`src/rtl/core/kdlp_pkg.sv`:
```
// Package for the key debounce and long-press block: sizes, event and
// register codes, the per-key state record and the structs between modules.
// No dependencies.
package kdlp_pkg;

  localparam int NUM_KEYS  = 4;
  localparam int RAW_BITS  = 4;
  localparam int KEY_W     = (NUM_KEYS > 1) ? $clog2(NUM_KEYS) : 1;
  localparam int IDX_W     = 2;
  localparam int DEB_W     = 8;
  localparam int HOLD_W    = 16;
  localparam int EV_W      = 2;
  localparam int ADDR_W    = 4;
  localparam int DATA_W    = 32;
  localparam int MOD_STEPS = HOLD_W / 2;
  localparam int STEP_W    = $clog2(MOD_STEPS);

  localparam logic [HOLD_W-1:0] HOLD_MAX = 16'hFFFF;

  localparam logic [EV_W-1:0] EV_NONE   = 2'd0;
  localparam logic [EV_W-1:0] EV_SHORT  = 2'd1;
  localparam logic [EV_W-1:0] EV_LONG   = 2'd2;
  localparam logic [EV_W-1:0] EV_REPEAT = 2'd3;

  localparam logic OP_TICK = 1'b0;
  localparam logic OP_READ = 1'b1;

  localparam logic [1:0] REG_DEBOUNCE = 2'd0;
  localparam logic [1:0] REG_LONG     = 2'd1;
  localparam logic [1:0] REG_REPEAT   = 2'd2;
  localparam logic [1:0] REG_RELEASE  = 2'd3;

  localparam logic [DEB_W-1:0]  DEB_RST = 8'd3;
  localparam logic [HOLD_W-1:0] LONG_RST = 16'd50;
  localparam logic [HOLD_W-1:0] RPT_RST  = 16'd10;
  localparam logic              REL_RST  = 1'b1;

  typedef enum logic [1:0] {
    ST_IDLE,
    ST_KEY,
    ST_MOD
  } st_t;

  typedef struct packed {
    logic [DEB_W-1:0]  debounce_ticks;
    logic [HOLD_W-1:0] long_press_ticks;
    logic [HOLD_W-1:0] repeat_interval;
    logic              release_level;
  } cfg_t;

  typedef struct packed {
    logic              stable;
    logic [DEB_W-1:0]  cnt;
    logic [HOLD_W-1:0] hold;
    logic              long_done;
    logic [EV_W-1:0]   pend;
  } key_ent_t;

  typedef struct packed {
    logic              start;
    logic [HOLD_W-1:0] dividend;
    logic [HOLD_W-1:0] divisor;
  } mod_req_t;

  typedef struct packed {
    logic done;
    logic rem_zero;
  } mod_rsp_t;

endpackage

```
`src/rtl/core/kdlp_in_if.sv`:
```
// Input channel of the key debounce block: valid, ready and the item fields.
// Depends on kdlp_pkg.
interface kdlp_in_if;
  logic                           valid;
  logic                           ready;
  logic                           op;
  logic [kdlp_pkg::RAW_BITS-1:0]  raw_levels;
  logic [kdlp_pkg::IDX_W-1:0]     key_index;

  modport source (output valid, output op, output raw_levels, output key_index, input ready);
  modport sink   (input valid, input op, input raw_levels, input key_index, output ready);
endinterface

```
`src/rtl/core/kdlp_out_if.sv`:
```
// Result channel of the key debounce block: valid, ready and the event code.
// Depends on kdlp_pkg.
interface kdlp_out_if;
  logic                       valid;
  logic                       ready;
  logic [kdlp_pkg::EV_W-1:0]  event_code;

  modport source (output valid, output event_code, input ready);
  modport sink   (input valid, input event_code, output ready);
endinterface

```
`src/rtl/core/kdlp_cfg_regs.sv`:
```
// APB-style configuration registers of the key debounce block.
// Depends on kdlp_pkg.
module kdlp_cfg_regs (
  input  logic                          clk,
  input  logic                          rst_n,
  input  logic                          psel,
  input  logic                          penable,
  input  logic                          pwrite,
  input  logic [kdlp_pkg::ADDR_W-1:0]   paddr,
  input  logic [kdlp_pkg::DATA_W-1:0]   pwdata,
  output logic [kdlp_pkg::DATA_W-1:0]   prdata,
  output logic                          pready,
  output kdlp_pkg::cfg_t                cfg
);
  import kdlp_pkg::*;

  cfg_t       cfg_r;
  cfg_t       cfg_nxt;
  logic       wr_en;
  logic [1:0] reg_sel;

  assign pready  = 1'b1;
  assign wr_en   = psel && penable && pwrite;
  assign reg_sel = paddr[3:2];
  assign cfg     = cfg_r;

  always_comb begin
    cfg_nxt = cfg_r;
    if (wr_en) begin
      case (reg_sel)
        REG_DEBOUNCE: cfg_nxt.debounce_ticks   = pwdata[DEB_W-1:0];
        REG_LONG:     cfg_nxt.long_press_ticks = pwdata[HOLD_W-1:0];
        REG_REPEAT:   cfg_nxt.repeat_interval  = pwdata[HOLD_W-1:0];
        REG_RELEASE:  cfg_nxt.release_level    = pwdata[0];
        default:      cfg_nxt = cfg_r;
      endcase
    end
  end

  always_comb begin
    case (reg_sel)
      REG_DEBOUNCE: prdata = DATA_W'(cfg_r.debounce_ticks);
      REG_LONG:     prdata = DATA_W'(cfg_r.long_press_ticks);
      REG_REPEAT:   prdata = DATA_W'(cfg_r.repeat_interval);
      REG_RELEASE:  prdata = DATA_W'(cfg_r.release_level);
      default:      prdata = '0;
    endcase
  end

  always_ff @(posedge clk) begin
    if (!rst_n) begin
      cfg_r.debounce_ticks   <= DEB_RST;
      cfg_r.long_press_ticks <= LONG_RST;
      cfg_r.repeat_interval  <= RPT_RST;
      cfg_r.release_level    <= REL_RST;
    end else begin
      cfg_r <= cfg_nxt;
    end
  end

endmodule

```
`src/rtl/core/kdlp_mod_unit.sv`:
```
// Iterative remainder unit: restoring division, two quotient bits a cycle.
// Reports whether the remainder is zero. Depends on kdlp_pkg.
module kdlp_mod_unit (
  input  logic                clk,
  input  logic                rst_n,
  input  kdlp_pkg::mod_req_t  req,
  output kdlp_pkg::mod_rsp_t  rsp
);
  import kdlp_pkg::*;

  logic              busy_r, busy_nxt;
  logic              done_r, done_nxt;
  logic [STEP_W-1:0] cnt_r, cnt_nxt;
  logic [HOLD_W-1:0] rem_r, rem_nxt;
  logic [HOLD_W-1:0] dvd_r, dvd_nxt;
  logic [HOLD_W-1:0] dvs_r, dvs_nxt;
  logic [HOLD_W-1:0] rem_mid;

  // One restoring step; the partial remainder stays below the divisor.
  function automatic logic [HOLD_W-1:0] rem_step(input logic [HOLD_W-1:0] rem,
                                                 input logic bit_in,
                                                 input logic [HOLD_W-1:0] d);
    logic [HOLD_W:0] t;
    t = {rem, bit_in};
    if (t >= {1'b0, d}) begin
      t = t - {1'b0, d};
    end
    return t[HOLD_W-1:0];
  endfunction

  assign rem_mid = rem_step(rem_r, dvd_r[HOLD_W-1], dvs_r);

  always_comb begin
    busy_nxt = busy_r;
    done_nxt = 1'b0;
    cnt_nxt  = cnt_r;
    rem_nxt  = rem_r;
    dvd_nxt  = dvd_r;
    dvs_nxt  = dvs_r;
    if (req.start) begin
      busy_nxt = 1'b1;
      cnt_nxt  = '0;
      rem_nxt  = '0;
      dvd_nxt  = req.dividend;
      dvs_nxt  = req.divisor;
    end else if (busy_r) begin
      rem_nxt = rem_step(rem_mid, dvd_r[HOLD_W-2], dvs_r);
      dvd_nxt = {dvd_r[HOLD_W-3:0], 2'b00};
      cnt_nxt = cnt_r + STEP_W'(1);
      if (cnt_r == STEP_W'(MOD_STEPS - 1)) begin
        busy_nxt = 1'b0;
        done_nxt = 1'b1;
      end
    end
  end

  always_ff @(posedge clk) begin
    if (!rst_n) begin
      busy_r <= 1'b0;
      done_r <= 1'b0;
      cnt_r  <= '0;
    end else begin
      busy_r <= busy_nxt;
      done_r <= done_nxt;
      cnt_r  <= cnt_nxt;
    end
  end

  always_ff @(posedge clk) begin
    rem_r <= rem_nxt;
    dvd_r <= dvd_nxt;
    dvs_r <= dvs_nxt;
  end

  assign rsp.done     = done_r;
  assign rsp.rem_zero = (rem_r == '0);

`ifndef SYNTHESIS
  a_start_idle: assert property (@(posedge clk) disable iff (!rst_n)
    req.start |-> !busy_r && !done_r)
    else $error("remainder unit started while busy");
  a_done_after_busy: assert property (@(posedge clk) disable iff (!rst_n)
    done_r |-> !busy_r && $past(busy_r))
    else $error("remainder done without a run");
  a_cnt_idle: assert property (@(posedge clk) disable iff (!rst_n)
    !busy_r && !req.start |=> !busy_r)
    else $error("remainder unit became busy without a start");
`endif

endmodule

```
`src/rtl/core/kdlp_ctrl.sv`:
```
// Sequencer and per-key state of the key debounce block: walks the keys on a
// scan tick, handles reads and holds the result register. Depends on kdlp_pkg.
module kdlp_ctrl (
  input  logic                clk,
  input  logic                rst_n,
  input  kdlp_pkg::cfg_t      cfg,
  kdlp_in_if.sink             in_ch,
  kdlp_out_if.source          out_ch,
  output kdlp_pkg::mod_req_t  mod_req,
  input  kdlp_pkg::mod_rsp_t  mod_rsp
);
  import kdlp_pkg::*;

  st_t                 state_r, state_nxt;
  key_ent_t            keys_r [NUM_KEYS];
  logic [KEY_W-1:0]    k_r, k_nxt;
  logic [NUM_KEYS-1:0] lvl_r, lvl_nxt;
  logic                out_valid_r, out_valid_nxt;
  logic [EV_W-1:0]     out_code_r, out_code_nxt;

  logic                        accept, tick_acc, read_acc, idx_ok;
  logic [KEY_W-1:0]            rd_idx;
  key_ent_t                    cur, ent_nxt;
  logic                        ent_we, go_mod, advance, last_key;
  logic                        lvl;
  logic [DEB_W-1:0]            cnt_inc;
  logic [HOLD_W-1:0]           hold_new;
  logic [RAW_BITS+NUM_KEYS-1:0] lvl_pad;

  assign accept   = in_ch.valid && in_ch.ready;
  assign tick_acc = accept && (in_ch.op == OP_TICK);
  assign read_acc = accept && (in_ch.op == OP_READ);
  assign idx_ok   = (32'(in_ch.key_index) < NUM_KEYS);
  assign rd_idx   = (state_r == ST_IDLE) ? KEY_W'(in_ch.key_index) : k_r;
  assign cur      = keys_r[rd_idx];
  assign lvl      = lvl_r[0];
  assign last_key = (k_r == KEY_W'(NUM_KEYS - 1));
  // Keys beyond the raw bits always see the released level.
  assign lvl_pad  = {{NUM_KEYS{cfg.release_level}}, in_ch.raw_levels};
  assign cnt_inc  = cur.cnt + DEB_W'(1);
  assign hold_new = (cur.hold != HOLD_MAX) ? cur.hold + HOLD_W'(1) : cur.hold;

  // Per-key update.
  always_comb begin
    ent_nxt = cur;
    ent_we  = 1'b0;
    go_mod  = 1'b0;
    case (state_r)
      ST_IDLE: begin
        if (read_acc && idx_ok) begin
          ent_we       = 1'b1;
          ent_nxt.pend = EV_NONE;
        end
      end
      ST_KEY: begin
        ent_we = 1'b1;
        if (lvl != cur.stable) begin
          if (cnt_inc >= cfg.debounce_ticks) begin
            ent_nxt.stable    = lvl;
            ent_nxt.cnt       = '0;
            ent_nxt.hold      = '0;
            ent_nxt.long_done = 1'b0;
            if (lvl != cfg.release_level) begin
              ent_nxt.pend = EV_SHORT;
            end
          end else begin
            ent_nxt.cnt = cnt_inc;
          end
        end else begin
          ent_nxt.cnt = '0;
          if (lvl != cfg.release_level) begin
            ent_nxt.hold = hold_new;
            if (!cur.long_done && (hold_new >= cfg.long_press_ticks)) begin
              ent_nxt.pend      = EV_LONG;
              ent_nxt.long_done = 1'b1;
            end else if (cur.long_done && (cfg.repeat_interval != '0)) begin
              go_mod = 1'b1;
            end
          end
        end
      end
      ST_MOD: begin
        if (mod_rsp.done && mod_rsp.rem_zero) begin
          ent_we       = 1'b1;
          ent_nxt.pend = EV_REPEAT;
        end
      end
      default: begin
        ent_we = 1'b0;
      end
    endcase
  end

  assign advance = ((state_r == ST_KEY) && !go_mod) || ((state_r == ST_MOD) && mod_rsp.done);

  // Next state.
  always_comb begin
    state_nxt = state_r;
    case (state_r)
      ST_IDLE: if (tick_acc) state_nxt = ST_KEY;
      ST_KEY: begin
        if (go_mod) begin
          state_nxt = ST_MOD;
        end else if (last_key) begin
          state_nxt = ST_IDLE;
        end
      end
      ST_MOD: begin
        if (mod_rsp.done) begin
          state_nxt = last_key ? ST_IDLE : ST_KEY;
        end
      end
      default: state_nxt = ST_IDLE;
    endcase
  end

  // State outputs.
  always_comb begin
    in_ch.ready   = 1'b0;
    mod_req.start = 1'b0;
    case (state_r)
      ST_IDLE: in_ch.ready   = !out_valid_r || out_ch.ready;
      ST_KEY:  mod_req.start = go_mod;
      ST_MOD:  in_ch.ready   = 1'b0;
      default: in_ch.ready   = 1'b0;
    endcase
  end

  assign mod_req.dividend = hold_new - cfg.long_press_ticks;
  assign mod_req.divisor  = cfg.repeat_interval;

  always_comb begin
    k_nxt   = k_r;
    lvl_nxt = lvl_r;
    if (tick_acc) begin
      k_nxt   = '0;
      lvl_nxt = lvl_pad[NUM_KEYS-1:0];
    end else if (advance) begin
      k_nxt   = k_r + KEY_W'(1);
      lvl_nxt = lvl_r >> 1;
    end
  end

  always_comb begin
    out_valid_nxt = out_valid_r;
    out_code_nxt  = out_code_r;
    if (read_acc) begin
      out_valid_nxt = 1'b1;
      out_code_nxt  = idx_ok ? cur.pend : EV_NONE;
    end else if (out_ch.ready) begin
      out_valid_nxt = 1'b0;
    end
  end

  assign out_ch.valid      = out_valid_r;
  assign out_ch.event_code = out_code_r;

  always_ff @(posedge clk) begin
    if (!rst_n) begin
      state_r     <= ST_IDLE;
      out_valid_r <= 1'b0;
      k_r         <= '0;
      for (int i = 0; i < NUM_KEYS; i++) begin
        keys_r[i].stable    <= REL_RST;
        keys_r[i].cnt       <= '0;
        keys_r[i].hold      <= '0;
        keys_r[i].long_done <= 1'b0;
        keys_r[i].pend      <= EV_NONE;
      end
    end else begin
      state_r     <= state_nxt;
      out_valid_r <= out_valid_nxt;
      k_r         <= k_nxt;
      if (ent_we) begin
        keys_r[rd_idx] <= ent_nxt;
      end
    end
  end

  always_ff @(posedge clk) begin
    lvl_r      <= lvl_nxt;
    out_code_r <= out_code_nxt;
  end

`ifndef SYNTHESIS
  a_read_result: assert property (@(posedge clk) disable iff (!rst_n)
    read_acc |=> out_valid_r)
    else $error("read transfer gave no result");
  a_tick_walk: assert property (@(posedge clk) disable iff (!rst_n)
    tick_acc |=> (state_r == ST_KEY) && (k_r == '0))
    else $error("scan tick did not start the key walk");
  a_done_in_mod: assert property (@(posedge clk) disable iff (!rst_n)
    mod_rsp.done |-> (state_r == ST_MOD))
    else $error("remainder result outside the wait state");
  a_key_range: assert property (@(posedge clk) disable iff (!rst_n)
    (state_r != ST_IDLE) |-> (32'(k_r) < NUM_KEYS))
    else $error("key counter out of range");
`endif

endmodule

```
`src/rtl/core/key_debounce_long_press_top.sv`:
```
// Top level of the key debounce and long-press block.
// Depends on kdlp_pkg, kdlp_in_if, kdlp_out_if and the kdlp_* modules.
// A read transfer gives its result in the output register in the cycle after it.
// A scan tick holds the input while the sequencer walks the keys, and longer for each
// held key that needs a repeat test in the shared remainder unit.
// Reset (rst_n, synchronous, active low) restores register defaults and released keys.
module key_debounce_long_press_top (
  input  logic                          clk,
  input  logic                          rst_n,
  kdlp_in_if.sink                       in_ch,
  kdlp_out_if.source                    out_ch,
  input  logic                          psel,
  input  logic                          penable,
  input  logic                          pwrite,
  input  logic [kdlp_pkg::ADDR_W-1:0]   paddr,
  input  logic [kdlp_pkg::DATA_W-1:0]   pwdata,
  output logic [kdlp_pkg::DATA_W-1:0]   prdata,
  output logic                          pready
);
  import kdlp_pkg::*;

  // Live configuration; the user must write it only while the block is idle (not enforced here).
  cfg_t     cfg;
  // Request and status between the key sequencer and the remainder unit.
  mod_req_t mod_req;
  mod_rsp_t mod_rsp;

  // Register file on the configuration port.
  kdlp_cfg_regs u_cfg (
    .clk     (clk),
    .rst_n   (rst_n),
    .psel    (psel),
    .penable (penable),
    .pwrite  (pwrite),
    .paddr   (paddr),
    .pwdata  (pwdata),
    .prdata  (prdata),
    .pready  (pready),
    .cfg     (cfg)
  );

  // The sequencer visits one key a cycle on a scan tick, but waits out each repeat
  // test. A read transfer is served in the idle state, and the result register lets a
  // new item be taken in the same cycle as the waiting result is transferred.
  kdlp_ctrl u_ctrl (
    .clk     (clk),
    .rst_n   (rst_n),
    .cfg     (cfg),
    .in_ch   (in_ch),
    .out_ch  (out_ch),
    .mod_req (mod_req),
    .mod_rsp (mod_rsp)
  );

  // The repeat test needs (hold - long) modulo the interval; one shared
  // remainder unit settles it in eight steps of two bits each.
  kdlp_mod_unit u_mod (
    .clk   (clk),
    .rst_n (rst_n),
    .req   (mod_req),
    .rsp   (mod_rsp)
  );

endmodule

```
`src/flat_wrapper.sv`:
```
// flat-port wrapper written by rule: the top's interface ports become plain ports
module key_debounce_long_press_top_flat import kdlp_pkg::*;
  (clk, rst_n, psel, penable, pwrite, paddr, pwdata, prdata, pready, in_ch_valid, in_ch_op, in_ch_raw_levels, in_ch_key_index, in_ch_ready, out_ch_valid, out_ch_event_code, out_ch_ready);
  kdlp_in_if in_ch_i ();
  kdlp_out_if out_ch_i ();
  input  logic clk;
  input  logic rst_n;
  input  logic psel;
  input  logic penable;
  input  logic pwrite;
  input  logic [kdlp_pkg::ADDR_W-1:0] paddr;
  input  logic [kdlp_pkg::DATA_W-1:0] pwdata;
  output logic [kdlp_pkg::DATA_W-1:0] prdata;
  output logic pready;
  input wire logic [$bits(in_ch_i.valid)-1:0] in_ch_valid;
  input wire logic [$bits(in_ch_i.op)-1:0] in_ch_op;
  input wire logic [$bits(in_ch_i.raw_levels)-1:0] in_ch_raw_levels;
  input wire logic [$bits(in_ch_i.key_index)-1:0] in_ch_key_index;
  output wire logic [$bits(in_ch_i.ready)-1:0] in_ch_ready;
  output wire logic [$bits(out_ch_i.valid)-1:0] out_ch_valid;
  output wire logic [$bits(out_ch_i.event_code)-1:0] out_ch_event_code;
  input wire logic [$bits(out_ch_i.ready)-1:0] out_ch_ready;
  assign in_ch_i.valid = in_ch_valid;
  assign in_ch_i.op = in_ch_op;
  assign in_ch_i.raw_levels = in_ch_raw_levels;
  assign in_ch_i.key_index = in_ch_key_index;
  assign in_ch_ready = in_ch_i.ready;
  assign out_ch_valid = out_ch_i.valid;
  assign out_ch_event_code = out_ch_i.event_code;
  assign out_ch_i.ready = out_ch_ready;
  key_debounce_long_press_top u_core (.clk(clk), .rst_n(rst_n), .in_ch(in_ch_i), .out_ch(out_ch_i), .psel(psel), .penable(penable), .pwrite(pwrite), .paddr(paddr), .pwdata(pwdata), .prdata(prdata), .pready(pready));
endmodule
```
`config.mk`:
```
export PLATFORM = sky130hd
export DESIGN_NAME = key_debounce_long_press_top_flat
export DESIGN_NICKNAME = d
export VERILOG_FILES = /design/src/rtl/core/kdlp_pkg.sv /design/src/rtl/core/kdlp_in_if.sv /design/src/rtl/core/kdlp_out_if.sv /design/src/rtl/core/kdlp_cfg_regs.sv /design/src/rtl/core/kdlp_mod_unit.sv /design/src/rtl/core/kdlp_ctrl.sv /design/src/rtl/core/key_debounce_long_press_top.sv /design/src/flat_wrapper.sv
export SDC_FILE = /design/constraint.sdc
export NUM_CORES = 1
export LEC_CHECK = 0
export BUFFER_PORTS_ARGS = -buffer_cell sky130_fd_sc_hd__buf_2
export CAP_MARGIN = 20
export CORE_MARGIN = 2
export CORE_UTILIZATION = 60
export CTS_CLUSTER_DIAMETER = 30
export DETAILED_ROUTE_END_ITERATION = 7
export PLACE_DENSITY = 0.91
export REMOVE_ABC_BUFFERS = 1
export SYNTH_ARGS = -nofsm -noshare
export SYNTH_HDL_FRONTEND = slang
export SYNTH_SLANG_ARGS = --single-unit
```
`constraint.sdc`:
```
create_clock -name clk -period 6.9 [get_ports clk]
set_clock_uncertainty 0.05 [all_clocks]
set_input_delay 0 -clock clk [delete_from_list [all_inputs] [get_ports clk]]
set_output_delay 0 -clock clk [all_outputs]
set_load 0.05 [all_outputs]
```
Word level (Yosys, flattened, before mapping)
Memories as Yosys holds them, arrays and structs flattened.
Index checks and enable logic that the tools add are counted.

word-level totals
  latch bits = 0
  input bits = 50
  memories = 1
  memory bits (writable) = 112
  bits in registers = 105
  output and inout port bits = 37
  memory bits (read-only) = 0
  word-level logic and storage cells = 124

cells by class
  shift-type cells = 0
  equal/unequal tests = 13
  order comparisons = 4
  reductions and logical operators = 31
  multiplexer cells = 50
  $add $sub $neg = 7
  div/mod/pow operators = 0
  bitwise logic cells = 3
  multiply operators = 0

memory list
  memory                words  bits a word  rd ports  clocked after Yosys merged registers in  wr ports  line             source
  u_core.u_ctrl.keys_r  4      28           1         0                                        4         kdlp_ctrl.sv:15  key_ent_t keys_r [NUM_KEYS];

operator list
  cell                                                             count
  32-bit case mux with 4 select lines                              1
  16-bit two-way mux                                               5
  16-bit subtractor                                                3
  19-bit two-way mux                                               2
  17-bit by 16-bit greater-or-equal comparator with 1-bit output   2
  28-bit two-way mux                                               1
  28-bit OR reduction                                              1
  27-bit two-way mux                                               1
  26-bit two-way mux                                               1
  1-bit two-way mux                                                23
  2-bit two-way mux                                                9
  16-bit by 1-bit adder with 16-bit output, second input constant  1
  16-bit greater-or-equal comparator                               1
  16-bit zero test                                                 1
  16-bit inequality test, second input constant                    1
  16-bit nonzero test                                              1
  2-bit case mux with 3 select lines                               2
  1-bit logical AND                                                10
  8-bit by 1-bit adder with 8-bit output, second input constant    1
  2-bit == test, second input constant                             4
  8-bit greater-or-equal comparator                                1
  4-bit two-way mux                                                2
  8-bit two-way mux                                                1
  2-bit AND reduction                                              4
  other kinds (17)                                                 29

Logic depth before layout (Yosys ltp)
An unclocked memory read counts as a cell.

  depth after elaboration = 16
  mapped depth = 27
  gate-level depth less buffers = 23

Hierarchy
Synthesis repeated with hierarchy kept, for this count alone.

unflattened totals
  cell total of the unflattened synthesis = 1359
  area total of the unflattened synthesis = 13715.7 µm²

by module, submodules not included
  module         area each (µm²)  seq. area each (µm²)  instances  cells an instance
  kdlp_ctrl      7776.2           3643.5                1          737
  kdlp_mod_unit  3931.3           1381.3                1          403
  kdlp_cfg_regs  2008.2           820.8                 1          219

Least setup slack after synthesis
Ideal clock, no wire load.

  kind = register to register
  start point = register u_core.u_ctrl.state_r[1]
  end point = memory u_core.u_ctrl.keys_r[0][1] (netlist name) (data pin)
  library setup time = 0.269 ns
  required time = 6.581 ns
  period minus slack after synthesis = 5.432 ns
  buffers on the path = 3
  data arrival time = 5.113 ns
  path slack = 1.468 ns
  stages on the path, launching flop included = 26
  cells stage by stage = dfxtp_1 > or3b_4 > nand2_4 > buf_6 > a211oi_2 > or2_2 > clkbuf_1 > inv_1 > ha_1 > nand2_1 > o32a_1 > nor4_2 > nand2_2 > buf_2 > a21oi_1 > inv_1 > fa_1 > a21o_1 > a21oi_1 > o21ai_0 > a21oi_1 > o21ai_0 > a21oi_1 > nor3b_1 > o31ai_1 > nor2_1

RTL lines
  what                      line              source
  start: declaration        kdlp_ctrl.sv:14   st_t state_r, state_nxt;
  start signal: assignment  kdlp_ctrl.sv:171  state_r <= state_nxt;
  end: declaration          kdlp_ctrl.sv:15

==> flow_summary.ini <==
[layout]
mostFrequentLayoutCells = nand2_1, edfxtp_1, nor2_1
syn_to_final_growth_pct = 15.0
fin_nets = 1691
layout_commonest_cell = nand2_1
antenna_cells = 0
final_cell_area_mm2 = 0.0159
drive_above_1_share = 0.132
final_cells = 1896
n_fill_cell = 1571

[die]
die_w_um = 156
die_y_um = 156
core-area_mm2 = 0.0226
start_util = 0.612
fp.dieArea_mm2 = 0.0243
std_cell_rows = 55
io_pins = 87

[worst_setup_path]
crit_slowest_cell = or3b_4
cp-startpoint = u_core.u_ctrl.state_r[1]
critPathLaunchType = register
endpoint_kind = register
worstPathRequired_ps = 7120
cp_num_buf_inv = 2
timing.rr.start = u_core.u_ctrl.state_r[1]
criticalPathCategory = register to register
max_stage_delay_ps = 540
crit_chain = or3b_4 -> nand2_4 -> a211oi_1 -> or2_2 -> inv_1 -> ha_1 -> nand2_1 -> o32a_1 -> nor4_2 -> nand2_2 -> xnor2_1 -> ha_1 -> inv_1 -> fa_1 -> a21o_1 -> a21oi_1 -> o21ai_0 -> a21oi_1 -> o21ai_0 -> a21oi_1 -> o31ai_1 -> a31oi_1 -> nor2_1
cpMostUsedCell = a21oi_1
crit_family = compound AO/OA/AOI/OAI gates
critPathArrivalTime_ps = 6760
critical_path.max_fanout = 18

[synth]
synth_edf_count = 150
synth_top_cell_by_area = edfxtp_1
synth.avg_cell_area_um2 = 9.22
synthFlopType = edfxtp_1
yosysSeqAreaShare = 0.422
yosys.area.top_type_share = 0.325
syn_area_mm2 = 0.0139
synth_cell_types = 98
ys_warn_count = 0
postSynth.asyncResetShare = 0
synthTopCellsByArea = edfxtp_1, dfxtp_1, ha_1
ys_ff_latch = 217
syn_inst = 1504

[cts]
cts_tree = done
clk_latency_ps = 550
cts_max_level = 2
postCtsSetupRepairBufs = 0
clk_pin_slew_ps = 60
clock_sinks = 217
clock-root-buffer = clkbuf_16
cts_buffers = 42
cts_max_path_buffers = 3

[sta]
fmax_ghz = 0.153
fin_tns_setup_ps = 0
maxSlewViolCount = 0
maxSlewHeadroom = 0.244
layout_min_cycle_time_ps = 6540
rsz0062_at_grt = false
worstMarginPinSlew_ps = 1120
setup_violations = 0
final_hold_viol_count = 0
timing.final.crit_share = 0.948

[place]
place.gp.congestion = 0.946
placement.io_buffers = 51
dp_hpwl_um = 25800
place_inst = 1786
placed_area_mm2 = 0.0142

[pwr]
p_per_area_mw_per_mm2 = 408
p_leak_uw = 0.00608
ir_worst_vdd_mv = 0.321

[global_routing]
track_usage = 0.331
grt_max_degree = 54
grt_overflow_total = 0
antenna_found_initial = 0
grt_pass1_vias = 12300
grt_pass1_wl_um = 63100

[routing]
antenna_left = 0
drc = 0
drt_pass1_iterations = 6
wl_per_cell_um = 21.4
drtIter0Drc = 1423
drt_wl_total_um = 40600
vias = 12600
avgViaCountPerCell = 6.66

[run]
drv_cap = 0

[status]
outcome = finished, final reports clean

[worst_hold_path]
min_from = in_ch_op
hp-class = input port to register
## cells by family after synthesis
kind of cell | count (synthesis) | share of synthesized area
and+or+nand+nor | 589 | 0.207
AOI/OAI and AO/OA | 373 | 0.183
DFF | 217 | 0.422
buffers and inverters | 156 | 0.0544
adders and majority gates | 64 | 0.0594
xor gates and xnor gates | 56 | 0.0354
muxes | 47 | 0.0387
other | 2 | 0.000542
## worst reg2reg max path: cells and delay by family (launching register included)
family / cells / cell delay, ps
AOI/OAI and AO/OA: 10 / 2660
xor gates and xnor gates: 1 / 310
adders and majority gates: 3 / 800
buffers and inverters: 2 / 130
DFF: 1 / 430
and+or+nand+nor: 7 / 1880
## final cells by class
cell class                      count  area (µm²)  share of cell area
Multi-Input combinational cell   1146        7330               0.459
Sequential cell                   217        5850               0.367
Clock buffer                       50        1150              0.0724
Timing Repair Buffer              108         763              0.0479
Tap cell                          285         357              0.0224
Clock inverter                     28         268              0.0168
Inverter                           62         233              0.0146
## power by group
group	internal, µW	switching (µW)
Clock	1320	715
Combinational	1180	1710
Sequential	1500	91.0
## repair_timing
item | CTS | global route
gates resized for setup | 0 | 1
endpoints found under the setup margin | 0 | 9
hold buffers | 32 | 0
hold endpoints to repair | 49 | 0
## state kept, by name, summed over array words and instances (netlist names), 2 cells and up
register,count
u_core.u_mod.rem_r,16
u_core.u_ctrl.keys_r,112
u_core.u_mod.cnt_r,3
u_core.u_ctrl.out_ch.event_code,2
u_core.u_ctrl.k_r,2
u_core.u_cfg.cfg,41
u_core.u_mod.dvd_r,16
u_core.u_mod.dvs_r,16
u_core.u_ctrl.lvl_r,4
u_core.u_ctrl.state_r,2
## metrics by stage
step	total power, µW	hold WS [ps]	setup WS, ps	util
3_3_place_gp	4300	207	639	0.627
2_1_floorplan	3760	11.9	1160	-
4_1_cts	6430	38.0	441	0.704
5_1_grt	6840	79.4	145	0.704
3_5_place_dp	4370	223	474	0.627
6_report	6510	63.5	360	0.704
## path summary, 6_finish.rpt
| kind | slack, ps | endpoint | cells after the start |
|---|---|---|---|
| worst min register to register | 430 | u_core.u_mod.dvs_r[8] | 0 |
| worst max-delay path | 360 | u_core.u_ctrl.keys_r[0][2] | 23 |
| worst min-delay path | 60 | u_core.u_ctrl.lvl_r[3] | 3 |
| worst max register to register | 360 | u_core.u_ctrl.keys_r[0][2] | 23 |
## metal layers
metal	up-vias	GRT usage	share of wire
met3	225	0.0686	0.11
met1	5907	0.388	0.36
met5	-	0	0
li1	5596	-	-
met2	908	0.556	0.47
met4	0	0.205	0.061
## synthesized netlist by cell type (all sizes together), types with 4 or more instances
cell	n
nor2	145
edfxtp	150
clkbuf	41
and2	14
nand2b	21
o31ai	9
and3	28
o21bai	5
a21o	18
mux4	4
a31oi	19
o22ai	17
o41ai	4
nor4	20
nand4	16
inv	61
ha	61
nand2	206
o2bb2ai	5
dfxtp	67
a221oi	5
xnor2	35
xor2	21
a21boi	45
or2	13
a211oi	25
a22o	10
buf	53
nor2b	7
nor3b	10
o211ai	8
a31o	9
mux2i	33
mux2	10
nand3	60
or3	13
o21ai	107
nor3	24
o21a	15
a21oi	50
No activity file was read; power rests on OpenSTA's default activity.
